### config.mk
export PLATFORM = sky130hd
export DESIGN_NAME = sha1_message_digest_flat
export DESIGN_NICKNAME = d
export VERILOG_FILES = /design/src/design/sha1md_pkg.sv /design/src/design/sha1md_req_if.sv /design/src/design/sha1md_rsp_if.sv /design/src/design/sha1_message_digest.sv /design/src/flat_wrapper.sv
export SDC_FILE = /design/constraint.sdc
export NUM_CORES = 2
export LEC_CHECK = 0
export ABC_AREA = 1
export BUFFER_PORTS_ARGS = -buffer_cell sky130_fd_sc_hd__buf_4
export CAP_MARGIN = 10
export CORE_UTILIZATION = 55
export CTS_CLUSTER_SIZE = 10
export DETAILED_ROUTE_END_ITERATION = 10
export HOLD_SLACK_MARGIN = 0.08
export PLACE_DENSITY_LB_ADDON = 0.25
export SLEW_MARGIN = 0
export SYNTH_ARGS = -nofsm -noshare
export SYNTH_HDL_FRONTEND = slang
export SYNTH_SLANG_ARGS = --single-unit
export TNS_END_PERCENT = 1
### constraint.sdc
create_clock -name clock -period 15.6 [get_ports clock]
set_clock_uncertainty 0.05 [all_clocks]
set_input_delay 1.56 -clock clock [delete_from_list [all_inputs] [get_ports clock]]
set_output_delay 1.56 -clock clock [all_outputs]
set_load 0.01 [all_outputs]
### src/design/sha1md_pkg.sv
// Shared constants and types for the byte-fed SHA-1 digest block.
// No dependencies; the top level and the bench import this package.
package sha1md_pkg;

   localparam int WORD_W     = 32;
   localparam int NUM_CHAIN  = 5;
   localparam int BLOCK_BYTES = 64;
   localparam int NUM_ROUNDS = 80;
   localparam int FILL_W     = $clog2(BLOCK_BYTES);
   localparam int ROUND_W    = $clog2(NUM_ROUNDS);
   localparam int LEN_W      = 64;

   typedef logic [WORD_W-1:0]                 word_type;
   typedef logic [NUM_CHAIN-1:0][WORD_W-1:0]  chain_type;

   // Standard initial chaining value, element 0 is H0
   localparam chain_type INIT_VECTOR = {
      32'hC3D2E1F0, 32'h10325476, 32'h98BADCFE, 32'hEFCDAB89, 32'h67452301
   };

   localparam word_type K_ROUND0 = 32'h5A827999;
   localparam word_type K_ROUND1 = 32'h6ED9EBA1;
   localparam word_type K_ROUND2 = 32'h8F1BBCDC;
   localparam word_type K_ROUND3 = 32'hCA62C1D6;

   localparam logic [7:0] PAD_MARK = 8'h80;

   // Sequencer states, one-hot
   typedef enum logic [6:0] {
      S_IDLE  = 7'b0000001,
      S_MARK  = 7'b0000010,
      S_ZERO  = 7'b0000100,
      S_LEN   = 7'b0001000,
      S_ROUND = 7'b0010000,
      S_FOLD  = 7'b0100000,
      S_EMIT  = 7'b1000000
   } state_type;

endpackage

### src/design/sha1md_req_if.sv
// Request channel: one message byte per transaction with its flags.
// Depends on nothing.
interface sha1md_req_if;
   logic       valid;
   logic       ready;
   logic [7:0] data_byte;
   logic       byte_valid;
   logic       last_item;

   modport source (output valid, output data_byte, output byte_valid, output last_item,
                   input ready);
   modport sink   (input valid, input data_byte, input byte_valid, input last_item,
                   output ready);
endinterface

### src/design/sha1md_rsp_if.sv
// Response channel: the five 32-bit digest words of one message.
// Depends on nothing.
interface sha1md_rsp_if;
   logic        valid;
   logic        ready;
   logic [31:0] digest_word0;
   logic [31:0] digest_word1;
   logic [31:0] digest_word2;
   logic [31:0] digest_word3;
   logic [31:0] digest_word4;

   modport source (output valid, output digest_word0, output digest_word1,
                   output digest_word2, output digest_word3, output digest_word4,
                   input ready);
   modport sink   (input valid, input digest_word0, input digest_word1,
                   input digest_word2, input digest_word3, input digest_word4,
                   output ready);
endinterface

### src/design/sha1_message_digest.sv
// SHA-1 digest of a byte stream: byte packing, padding sequencer and round unit.
// Depends on sha1md_pkg, sha1md_req_if and sha1md_rsp_if.

// A message enters one byte per transaction; a transaction with last_item set
// closes it (byte_valid low closes without adding a byte, which also covers the
// empty message), and one response transaction later carries the five digest
// words, H0 in digest_word0. A byte that does not complete a 64-byte block is
// stored and leaves the block open for the next byte. A byte that completes a
// block is stored, runs through the 80 rounds of the single shared round unit
// and is folded into the chaining value before the next byte is taken. Closing
// a message feeds the padding and length bytes one per cycle through the same
// path, pausing while each full block runs its rounds and fold: with p bytes in
// the open block (after the closing byte) one padded block follows when p < 56
// and two otherwise, and then the digest register is loaded. A closing byte
// that fills the block compresses it first and leaves p = 0. The digest waits
// in its own register, so the next message may start while it is still unread;
// a second digest waits until the first is taken. The bit count wraps modulo 2^64.
module sha1_message_digest
   import sha1md_pkg::*;
(
   input  logic                 clock,
   input  logic                 reset,
   sha1md_req_if.sink           req_ch,
   sha1md_rsp_if.source         rsp_ch
);

   localparam logic [FILL_W-1:0]  FILL_LAST  = FILL_W'(BLOCK_BYTES - 1);
   localparam logic [FILL_W-1:0]  FILL_LEN   = FILL_W'(BLOCK_BYTES - LEN_W / 8);
   localparam logic [ROUND_W-1:0] ROUND_LAST = ROUND_W'(NUM_ROUNDS - 1);
   localparam int                 WIN_W      = BLOCK_BYTES * 8;

   state_type               state_ff,   state_in;
   state_type               resume_ff,  resume_in;
   chain_type               chain_ff,   chain_in;
   chain_type               vars_ff,    vars_in;
   chain_type               digest_ff,  digest_in;
   logic [WIN_W-1:0]        window_ff,  window_in;
   logic [LEN_W-1:0]        bits_ff,    bits_in;
   logic [FILL_W-1:0]       fill_ff,    fill_in;
   logic [ROUND_W-1:0]      round_ff,   round_in;
   logic                    rsp_valid_ff, rsp_valid_in;

   logic                    req_take;
   logic                    push_en;
   logic [7:0]              push_data;
   state_type               push_resume;

   // Round unit signals
   word_type                w_cur;
   word_type                w_next;
   word_type                f_val;
   word_type                k_val;
   word_type                t_val;

   function automatic word_type rotl(input word_type x, input int unsigned n);
      rotl = (x << n) | (x >> (WORD_W - n));
   endfunction

   assign req_take = req_ch.valid && req_ch.ready;

   // Schedule window: word 0 is the top word, the current round's W
   assign w_cur  = window_ff[WIN_W-1 -: WORD_W];
   assign w_next = rotl(window_ff[WIN_W-1-13*WORD_W -: WORD_W] ^
                        window_ff[WIN_W-1-8*WORD_W -: WORD_W] ^
                        window_ff[WIN_W-1-2*WORD_W -: WORD_W] ^ w_cur, 1);

   // Select round function and constant by round group
   always_comb begin
      if (round_ff inside {[0:19]}) begin
         f_val = (vars_ff[1] & vars_ff[2]) | (~vars_ff[1] & vars_ff[3]);
         k_val = K_ROUND0;
      end else if (round_ff inside {[20:39]}) begin
         f_val = vars_ff[1] ^ vars_ff[2] ^ vars_ff[3];
         k_val = K_ROUND1;
      end else if (round_ff inside {[40:59]}) begin
         f_val = (vars_ff[1] & vars_ff[2]) | (vars_ff[1] & vars_ff[3]) |
                 (vars_ff[2] & vars_ff[3]);
         k_val = K_ROUND2;
      end else begin
         f_val = vars_ff[1] ^ vars_ff[2] ^ vars_ff[3];
         k_val = K_ROUND3;
      end
   end

   assign t_val = rotl(vars_ff[0], 5) + f_val + vars_ff[4] + k_val + w_cur;

   // Sequencer
   always_comb begin
      state_in     = state_ff;
      resume_in    = resume_ff;
      chain_in     = chain_ff;
      vars_in      = vars_ff;
      digest_in    = digest_ff;
      window_in    = window_ff;
      bits_in      = bits_ff;
      fill_in      = fill_ff;
      round_in     = round_ff;
      rsp_valid_in = rsp_valid_ff;
      push_en      = 1'b0;
      push_data    = '0;
      push_resume  = S_IDLE;

      // Drop the digest once the response transaction completes
      if (rsp_valid_ff && rsp_ch.ready) begin
         rsp_valid_in = 1'b0;
      end

      case (state_ff)
         S_IDLE: begin
            if (req_take) begin
               if (req_ch.byte_valid) begin
                  push_en   = 1'b1;
                  push_data = req_ch.data_byte;
                  bits_in   = bits_ff + LEN_W'(8);
               end
               if (req_ch.last_item) begin
                  state_in    = S_MARK;
                  push_resume = S_MARK;
               end else begin
                  push_resume = S_IDLE;
               end
            end
         end
         S_MARK: begin
            push_en     = 1'b1;
            push_data   = PAD_MARK;
            state_in    = S_ZERO;
            push_resume = S_ZERO;
         end
         S_ZERO: begin
            if (fill_ff == FILL_LEN) begin
               state_in = S_LEN;
            end else begin
               push_en     = 1'b1;
               push_resume = S_ZERO;
            end
         end
         S_LEN: begin
            // Shift the length out MSB first; it ends at zero for the next message
            push_en     = 1'b1;
            push_data   = bits_ff[LEN_W-1 -: 8];
            bits_in     = {bits_ff[LEN_W-9:0], 8'h00};
            push_resume = S_EMIT;
         end
         S_ROUND: begin
            vars_in[4] = vars_ff[3];
            vars_in[3] = vars_ff[2];
            vars_in[2] = rotl(vars_ff[1], 30);
            vars_in[1] = vars_ff[0];
            vars_in[0] = t_val;
            window_in  = {window_ff[WIN_W-WORD_W-1:0], w_next};
            round_in   = round_ff + ROUND_W'(1);
            if (round_ff == ROUND_LAST) begin
               state_in = S_FOLD;
            end
         end
         S_FOLD: begin
            for (int i = 0; i < NUM_CHAIN; i++) begin
               chain_in[i] = chain_ff[i] + vars_ff[i];
            end
            state_in = resume_ff;
         end
         S_EMIT: begin
            // Hold until the digest register is free
            if (!rsp_valid_ff || rsp_ch.ready) begin
               digest_in    = chain_ff;
               rsp_valid_in = 1'b1;
               chain_in     = INIT_VECTOR;
               state_in     = S_IDLE;
            end
         end
         default: begin
            state_in = S_IDLE;
         end
      endcase

      // Shift a byte into the block; a full block starts the rounds
      if (push_en) begin
         window_in = {window_ff[WIN_W-9:0], push_data};
         fill_in   = fill_ff + FILL_W'(1);
         if (fill_ff == FILL_LAST) begin
            state_in  = S_ROUND;
            resume_in = push_resume;
            vars_in   = chain_ff;
            round_in  = '0;
         end
      end
   end

   // Control and chaining state
   always_ff @(posedge clock) begin
      if (reset) begin
         state_ff     <= S_IDLE;
         resume_ff    <= S_IDLE;
         chain_ff     <= INIT_VECTOR;
         vars_ff      <= '0;
         bits_ff      <= '0;
         fill_ff      <= '0;
         round_ff     <= '0;
         rsp_valid_ff <= 1'b0;
      end else begin
         state_ff     <= state_in;
         resume_ff    <= resume_in;
         chain_ff     <= chain_in;
         vars_ff      <= vars_in;
         bits_ff      <= bits_in;
         fill_ff      <= fill_in;
         round_ff     <= round_in;
         rsp_valid_ff <= rsp_valid_in;
      end
   end

   // Block window and digest payload
   always_ff @(posedge clock) begin
      window_ff <= window_in;
      digest_ff <= digest_in;
   end

   assign req_ch.ready        = (state_ff == S_IDLE);
   assign rsp_ch.valid        = rsp_valid_ff;
   assign rsp_ch.digest_word0 = digest_ff[0];
   assign rsp_ch.digest_word1 = digest_ff[1];
   assign rsp_ch.digest_word2 = digest_ff[2];
   assign rsp_ch.digest_word3 = digest_ff[3];
   assign rsp_ch.digest_word4 = digest_ff[4];

`ifndef SYNTHESIS
   // Round counter stays inside the round range
   assert property (@(posedge clock) disable iff (reset)
      (state_ff == S_ROUND) |-> (round_ff <= ROUND_LAST))
      else $error("round counter out of range");

   // Rounds only run on a freshly completed block
   assert property (@(posedge clock) disable iff (reset)
      (state_ff == S_ROUND) |-> (fill_ff == '0))
      else $error("rounds running on a partial block");

   // Length bytes go only into the last eight slots
   assert property (@(posedge clock) disable iff (reset)
      (state_ff == S_LEN) |-> (fill_ff >= FILL_LEN))
      else $error("length field misplaced");

   // A closed message leaves the length and fill position cleared
   assert property (@(posedge clock) disable iff (reset)
      (state_ff == S_EMIT) |-> (bits_ff == '0 && fill_ff == '0))
      else $error("message state not cleared at digest");

   // The digest register is loaded only when it is free
   assert property (@(posedge clock) disable iff (reset)
      (rsp_valid_ff && !rsp_ch.ready) |=> $stable(digest_ff))
      else $error("pending digest overwritten");
`endif

endmodule

### src/flat_wrapper.sv
// flat-port wrapper written by rule: the top's interface ports become plain ports
module sha1_message_digest_flat import sha1md_pkg::*;
  (clock, reset, req_ch_valid, req_ch_data_byte, req_ch_byte_valid, req_ch_last_item, req_ch_ready, rsp_ch_valid, rsp_ch_digest_word0, rsp_ch_digest_word1, rsp_ch_digest_word2, rsp_ch_digest_word3, rsp_ch_digest_word4, rsp_ch_ready);
  sha1md_req_if req_ch_i ();
  sha1md_rsp_if rsp_ch_i ();
  input  logic clock;
  input  logic reset;
  input wire logic [$bits(req_ch_i.valid)-1:0] req_ch_valid;
  input wire logic [$bits(req_ch_i.data_byte)-1:0] req_ch_data_byte;
  input wire logic [$bits(req_ch_i.byte_valid)-1:0] req_ch_byte_valid;
  input wire logic [$bits(req_ch_i.last_item)-1:0] req_ch_last_item;
  output wire logic [$bits(req_ch_i.ready)-1:0] req_ch_ready;
  output wire logic [$bits(rsp_ch_i.valid)-1:0] rsp_ch_valid;
  output wire logic [$bits(rsp_ch_i.digest_word0)-1:0] rsp_ch_digest_word0;
  output wire logic [$bits(rsp_ch_i.digest_word1)-1:0] rsp_ch_digest_word1;
  output wire logic [$bits(rsp_ch_i.digest_word2)-1:0] rsp_ch_digest_word2;
  output wire logic [$bits(rsp_ch_i.digest_word3)-1:0] rsp_ch_digest_word3;
  output wire logic [$bits(rsp_ch_i.digest_word4)-1:0] rsp_ch_digest_word4;
  input wire logic [$bits(rsp_ch_i.ready)-1:0] rsp_ch_ready;
  assign req_ch_i.valid = req_ch_valid;
  assign req_ch_i.data_byte = req_ch_data_byte;
  assign req_ch_i.byte_valid = req_ch_byte_valid;
  assign req_ch_i.last_item = req_ch_last_item;
  assign req_ch_ready = req_ch_i.ready;
  assign rsp_ch_valid = rsp_ch_i.valid;
  assign rsp_ch_digest_word0 = rsp_ch_i.digest_word0;
  assign rsp_ch_digest_word1 = rsp_ch_i.digest_word1;
  assign rsp_ch_digest_word2 = rsp_ch_i.digest_word2;
  assign rsp_ch_digest_word3 = rsp_ch_i.digest_word3;
  assign rsp_ch_digest_word4 = rsp_ch_i.digest_word4;
  assign rsp_ch_i.ready = rsp_ch_ready;
  sha1_message_digest u_core (.clock(clock), .reset(reset), .req_ch(req_ch_i), .rsp_ch(rsp_ch_i));
endmodule
* Yosys cells after proc, flatten, opt, wreduce, memory -nomap -nowiden
Index checks and enable logic that the tools add are counted.
Widths: inputs -> output; s select.
** Word-level totals
- Input port bits :: 14
- Output and inout port bits :: 162
- Flip-flop bits (word level) :: 1084
** Cells by class
- Equality and inequality tests :: 13
- Add/subtract/negate cells :: 12
- Reductions and logical operators :: 15
- Magnitude comparators :: 6
- Bitwise gates (word level) :: 16
- Muxes and demuxes :: 41
** Operator list (number)
- $mux 512 :: 2
- $mux 160 :: 4
- $pmux 160 s2 :: 1
- $add 32x32->32 :: 9
- $mux 32 :: 5
- $xor 32x32->32 :: 5
- $and 32x32->32 :: 4
- $mux 64 :: 2
- $pmux 64 s2 :: 1
- $or 32x32->32 :: 3
- $mux 7 :: 11
- $add 64x4->64 const B :: 1
- $pmux 7 s7 :: 1
- $not 32->32 :: 1
- $or 32x1->32 :: 1
- $or 32x30->32 :: 1
- $or 32x5->32 :: 1
- $mux 31 :: 1
- $pmux 7 s4 :: 1
- $pmux 8 s3 :: 1
- $mux 8 :: 2
- $eq 7x7->1 const B :: 2
- $le 7x6->1 const B :: 2
- $eq 6x6->1 const B :: 2
- 25 further kinds :: 39

* Longest topological paths before layout
- Depth in word-level cells :: 13
- Mapped depth :: 31
- Depth with buffers taken out :: 30

* Worst setup path after synthesis
No wires, ideal clock.
- Kind :: input -> register
- Start :: input req_ch_valid
- End :: register u_core.window_ff[0], enable pin
- Stages on the path :: 9
- Path slack :: 1.217 ns
- Arrival time :: 10.668 ns
- Setup time :: 3.664 ns
- Data required time :: 11.886 ns
- Path through :: inv_1 > nor2_1 > nand2_2 > nand3_2 > buf_4 > inv_2 > buf_2 > buf_2 > nand2_1
** Between the ends
- Word-level cells in the longest chain between the ends :: 4
** Ends and longest elaborated chain
- from (decl) :: RTL line flat_wrapper.sv:8 : input wire logic [$bits(req_ch_i.valid)-1:0] req_ch_valid;
- $logic_and 1x1->1 :: RTL line sha1_message_digest.sv:59 : assign req_take = req_ch.valid && req_ch.ready;
- $mux 1 :: RTL line sha1_message_digest.sv:110 : if (req_take) begin
- $pmux 1 s3 :: RTL line sha1_message_digest.sv:108 : case (state_ff)
- $reduce_bool 2->1 (no source line)
- to (signal assigned) :: RTL line sha1_message_digest.sv:215 : window_ff <= window_in;
- to (decl) :: RTL line sha1_message_digest.sv:37 : logic [WIN_W-1:0] window_ff, window_in;
Every way passes these cells.
A chain may end at the register's enable or synchronous reset.

* Worst setup path after layout
- Start :: register u_core.round_ff[5]
- End :: register u_core.vars_ff[17] (netlist name)
** Between the ends
- Word-level cells in the longest chain between the ends :: 12
** Ends and longest elaborated chain
- from (decl) :: RTL line sha1_message_digest.sv:40 : logic [ROUND_W-1:0] round_ff, round_in;
- from (signal assigned) :: RTL line sha1_message_digest.sv:208 : round_ff <= round_in;
- $ge 7x6->1 or $le 7x6->1 (tied branches) :: RTL line sha1_message_digest.sv:75 : end else if (round_ff inside {[40:59]}) begin
- $logic_and 1x1->1 :: RTL line sha1_message_digest.sv:75
- $mux 32 :: RTL line sha1_message_digest.sv:75
- $mux 32 :: RTL line sha1_message_digest.sv:72 : end else if (round_ff inside {[20:39]}) begin
- $mux 32 :: RTL line sha1_message_digest.sv:69 : if (round_ff inside {[0:19]}) begin
- $add 32x32->32 (2 in series) :: RTL line sha1_message_digest.sv:85 : assign t_val = rotl(vars_ff[0], 5) + f_val + vars_ff[4] + k_val + w_cur;
- $add 32x32->32 (*) (2 in series) :: RTL line sha1_message_digest.sv:85
- $mux 160 (*) :: RTL line sha1_message_digest.sv:108
- $mux 160 :: RTL line sha1_message_digest.sv:181 : if (fill_ff == FILL_LAST) begin
- $mux 160 (*) :: RTL line sha1_message_digest.sv:178 : if (push_en) begin
- to (signal assigned) :: RTL line sha1_message_digest.sv:205 : vars_ff <= vars_in;
- to (decl) :: RTL line sha1_message_digest.sv:35 : chain_type vars_ff, vars_in;
Every way passes the cells marked *; elsewhere a longest branch is shown, timed or not.

==> results.yml <==
placed_design:
  dp_hpwl_mm: 148
  postPlaceCellArea_mm2: 0.0633
  routabilityCongestion: 1.04
  io_buffers: 175
  dp_cells: 9027
grt:
  grt_max_degree: 290
  grt_pass1_vias: 49800
  antenna_found_initial: 5
  grt_use_total: 0.355
  grt_pass1_wl_mm: 301
  grt_overflow_total: 0
clock_network:
  clock-sinks: 1078
  cts_tree: "yes"
  cts_buffers: 130
  post_cts_resized: 0
  root_buffer: "clkbuf_16"
  post_cts_buffers: 0
  htreeDepth: 4
  clock_latency_ns: 0.76
  clk_path_buf_depth: 3
  clk_pin_slew_ns: 0.06
  hold_buffers: 0
routing:
  drtIter0Drc: 5318
  routed_wl_mm: 202
  postRouteAntennaNets: 0
  via_per_inst: 5.74
  dr.pass1.iters: 8
  drc: 0
  num_vias: 53100
  wl_per_cell_um: 21.8
sta:
  fin_crit_ns: 6.56
  fin_setup_tns_ns: 0
  period_share: 0.421
  max_freq_mhz: 152
  setup_viol: 0
  hold_viol: 0
  rsz0062_at_grt: "no"
  whs_ns: 0.407
  slew_headroom: 0.180
  tightest_slew_ns: 1.23
  maxSlewViolCount: 0
critical_path:
  setup.worst_path.class: "reg -> reg"
  end_kind: "register"
  path_max_fanout: 31
  timing.rr.end: "u_core.vars_ff[17]$_SDFF_PP0_"
  cp.required_ns: 16.20
  startpoint_type: "register"
  crit_start: "u_core.round_ff[5]$_SDFF_PP0_"
  reg2reg_slack_ns: 9.04
  reg2regPathDepth: 26
  r2r_start: "u_core.round_ff[5]$_SDFF_PP0_"
  cp.arrival_ns: 7.16
  worstSetupEndpoint: "u_core.vars_ff[17]$_SDFF_PP0_"
logic_synthesis:
  synth_mux_area_frac: 0.00213
  postSynthAreaPerCell_um2: 8.01
  synth.net_count: 7956
  synth-edff-count: 672
  yosys.area_share.adder: 0.0805
  synthXorXnorAreaFrac: 0.0241
  syn-instance-count: 7619
  synthArstFlopShare: 0
  synthSimpleGateAreaFrac: 0.244
  synth_compound_area_frac: 0.118
  synth_top_family_by_area: "simple AND/OR/NAND/NOR gates"
  ys_seq_area_frac: 0.464
  yosys_warnings: 0
  synth_area_mm2: 0.0610
  synth_flop_cell: "edfxtp_1"
  yosysUniqueCellTypes: 55
  synth_seq_cells: 1078
floorplanning:
  dieArea_mm2: 0.112
  die_x_um: 335
  io_pins: 176
  rows: 121
  initial_utilization: 0.558
  die_h_um: 335
  core_area_mm2: 0.109
layout:
  layoutNonFillerInstCount: 9253
  finalNetCount: 8020
  postLayoutCoreUtil: 0.614
  stdcell_area_mm2: 0.0672
  drive_gt1_frac: 0.0536
  area_delta_synth_final_pct: 10.1
status:
  status: "finished, final reports clean"
power:
  power.density_mw_per_mm2: 99.7
  ir_drop_mv: 0.0963
  leakage_nw: 29.4
job:
  maxCapViolCount: 0
worst_hold_path:
  hp-class: "reg -> reg"
-- area by class of cell --
cell class / instances / area [um2]
tap: 1476 / 1850
inverter: 749 / 2820
timing repair buffer: 217 / 1670
clock inverter: 22 / 365
clock buffer: 200 / 3570
multi-input combinational: 5507 / 28600
fill: 9917 / 42200
sequential: 1078 / 28300
antenna: 4 / 10.0
-- flip-flops by register name (all words and copies together), names as in the netlist, 32 cells and up --
register and flops:
u_core.rsp_ch.digest_word2 32, u_core.window_ff 512, u_core.rsp_ch.digest_word0 32, u_core.chain_ff 160, u_core.rsp_ch.digest_word1 32, u_core.vars_ff 160
u_core.rsp_ch.digest_word3 32, u_core.bits_ff 61, u_core.rsp_ch.digest_word4 32
-- routing by layer --
layer / up-vias / GRT usage / routed length (um)
met5: - / 0.00304 / 60
met4: 4 / 0.183 / 11600
met3: 470 / 0.0523 / 14200
met2: 2149 / 0.579 / 93800
met1: 25200 / 0.459 / 82000
li1: 25300 / - / -
-- per-stage QoR --
| step | power [W] | setup WS, ns |
|---|---|---|
| 4_1_cts | 0.00674 | 9.13 |
| 6_report | 0.00670 | 9.04 |
| 3_5_place_dp | 0.00392 | 9.16 |
| 5_1_grt | 0.00693 | 8.54 |
| 2_1_floorplan | 0.00380 | 1.22 |
| 3_3_place_gp | 0.00391 | 9.29 |
-- cells in the mapped netlist (all sizes together) (2+ instances only) --
master      n  area [um2]
a211oi     13         103
a21boi     22         165
a21o       17         128
a21oi     437        2190
a221oi      7        61.3
a31o        2        17.5
a31oi      13        81.3
and2        2        12.5
and3        7        43.8
buf       163         851
clkbuf    122         464
clkinv      2        7.51
dfxtp     406        8130
edfxtp    672       20200
fa        116        2320
ha        207        2590
inv       747        2800
mux2i      13         130
nand2    2673       10000
nand3     358        1800
nand3b     27         203
nand4      91         576
nor2      411        1570
nor3       88         457
nor3b       2        15.0
nor4       11        90.1
o2111ai     5        43.8
o211ai     53         398
o21a       16         120
o21ai     642        3210
o21bai     38         285
o221ai     21         184
o22ai      30         188
o31ai       2        15.0
or2        14        87.6
xnor2     114         998
xor2       54         473
-- cell families (layout without fill, tap and decap cells) --
family,after synthesis,in the layout
AO/OA/AOI/OAI,1318,1318
XOR/XNOR,168,168
adder cells (fa/ha/maj),323,323
buffers and inverters,1034,1188
flip-flops,1078,1078
multiplexers,13,13
other,0,4
AND/OR/NAND/NOR,3685,3685
-- power by group --
part / switching [W] / internal [W]
combinational: 0.000389 / 0.000169
clock: 0.00122 / 0.00161
sequential: 0.0000966 / 0.00321
-- cells in the final DEF (no fill, tap or decap), types with 4 or more instances in the layout --
cell type  instances
nand2_1         2669
inv_1            735
edfxtp_1         672
o21ai_0          581
a21oi_1          437
nor2_1           406
dfxtp_1          406
nand3_1          357
buf_4            214
ha_1             207
clkbuf_16        130
fa_1             116
xnor2_1          114
nand4_1           90
nor3_1            86
clkbuf_1          65
o21ai_1           61
xor2_1            54
o211ai_1          53
o21bai_1          38
o22ai_1           30
nand3b_1          27
a21boi_0          22
o221ai_1          21
a21o_1            17
o21a_1            16
or2_2             14
mux2i_1           13
a31oi_1           13
a211oi_1          12
inv_2             11
nor4_1             9
a221oi_1           7
and3_1             7
inv_16             7
o2111ai_1          5
nor2_4             5
clkbuf_8           5
diode_2            4
clkinv_16          4
-- worst max-delay path, stage by stage (launching register included) --
cell      delay, ns
dfxtp_1        0.42
inv_1          0.09
nor2_1         0.13
nand2_1        0.07
nor2_1         0.15
nand2_1        0.09
buf_4          0.26
nand2_1        0.63
inv_1          0.40
a221oi_1       0.70
fa_1           0.53
inv_1          0.07
ha_1           0.14
inv_1          0.05
fa_1           0.44
inv_1          0.07
ha_1           0.25
inv_1          0.09
fa_1           0.49
o21ai_0        0.57
nand2_1        0.11
nand3_1        0.17
a21oi_1        0.11
xor2_1         0.14
nand2_1        0.06
nand3_1        0.09
nand2_1        0.05
-- worst min path at each step --
stage                                startpoint                               end  slack [ns]  cells after the start
2_1_floorplan  u_core.resume_ff[2]$_SDFFE_PP0P_  u_core.resume_ff[2]$_SDFFE_PP0P_        0.37                      2
3_3_place_gp   u_core.resume_ff[2]$_SDFFE_PP0P_  u_core.resume_ff[2]$_SDFFE_PP0P_        0.38                      2
3_5_place_dp     u_core.fill_ff[5]$_SDFFE_PP0P_    u_core.fill_ff[5]$_SDFFE_PP0P_        0.39                      2
4_1_cts          u_core.fill_ff[5]$_SDFFE_PP0P_    u_core.fill_ff[5]$_SDFFE_PP0P_        0.41                      2
5_1_grt        u_core.resume_ff[1]$_SDFFE_PP0P_  u_core.resume_ff[1]$_SDFFE_PP0P_        0.44                      2
6_report         u_core.fill_ff[5]$_SDFFE_PP0P_    u_core.fill_ff[5]$_SDFFE_PP0P_        0.41                      2
(Power assumes the default switching activity.)
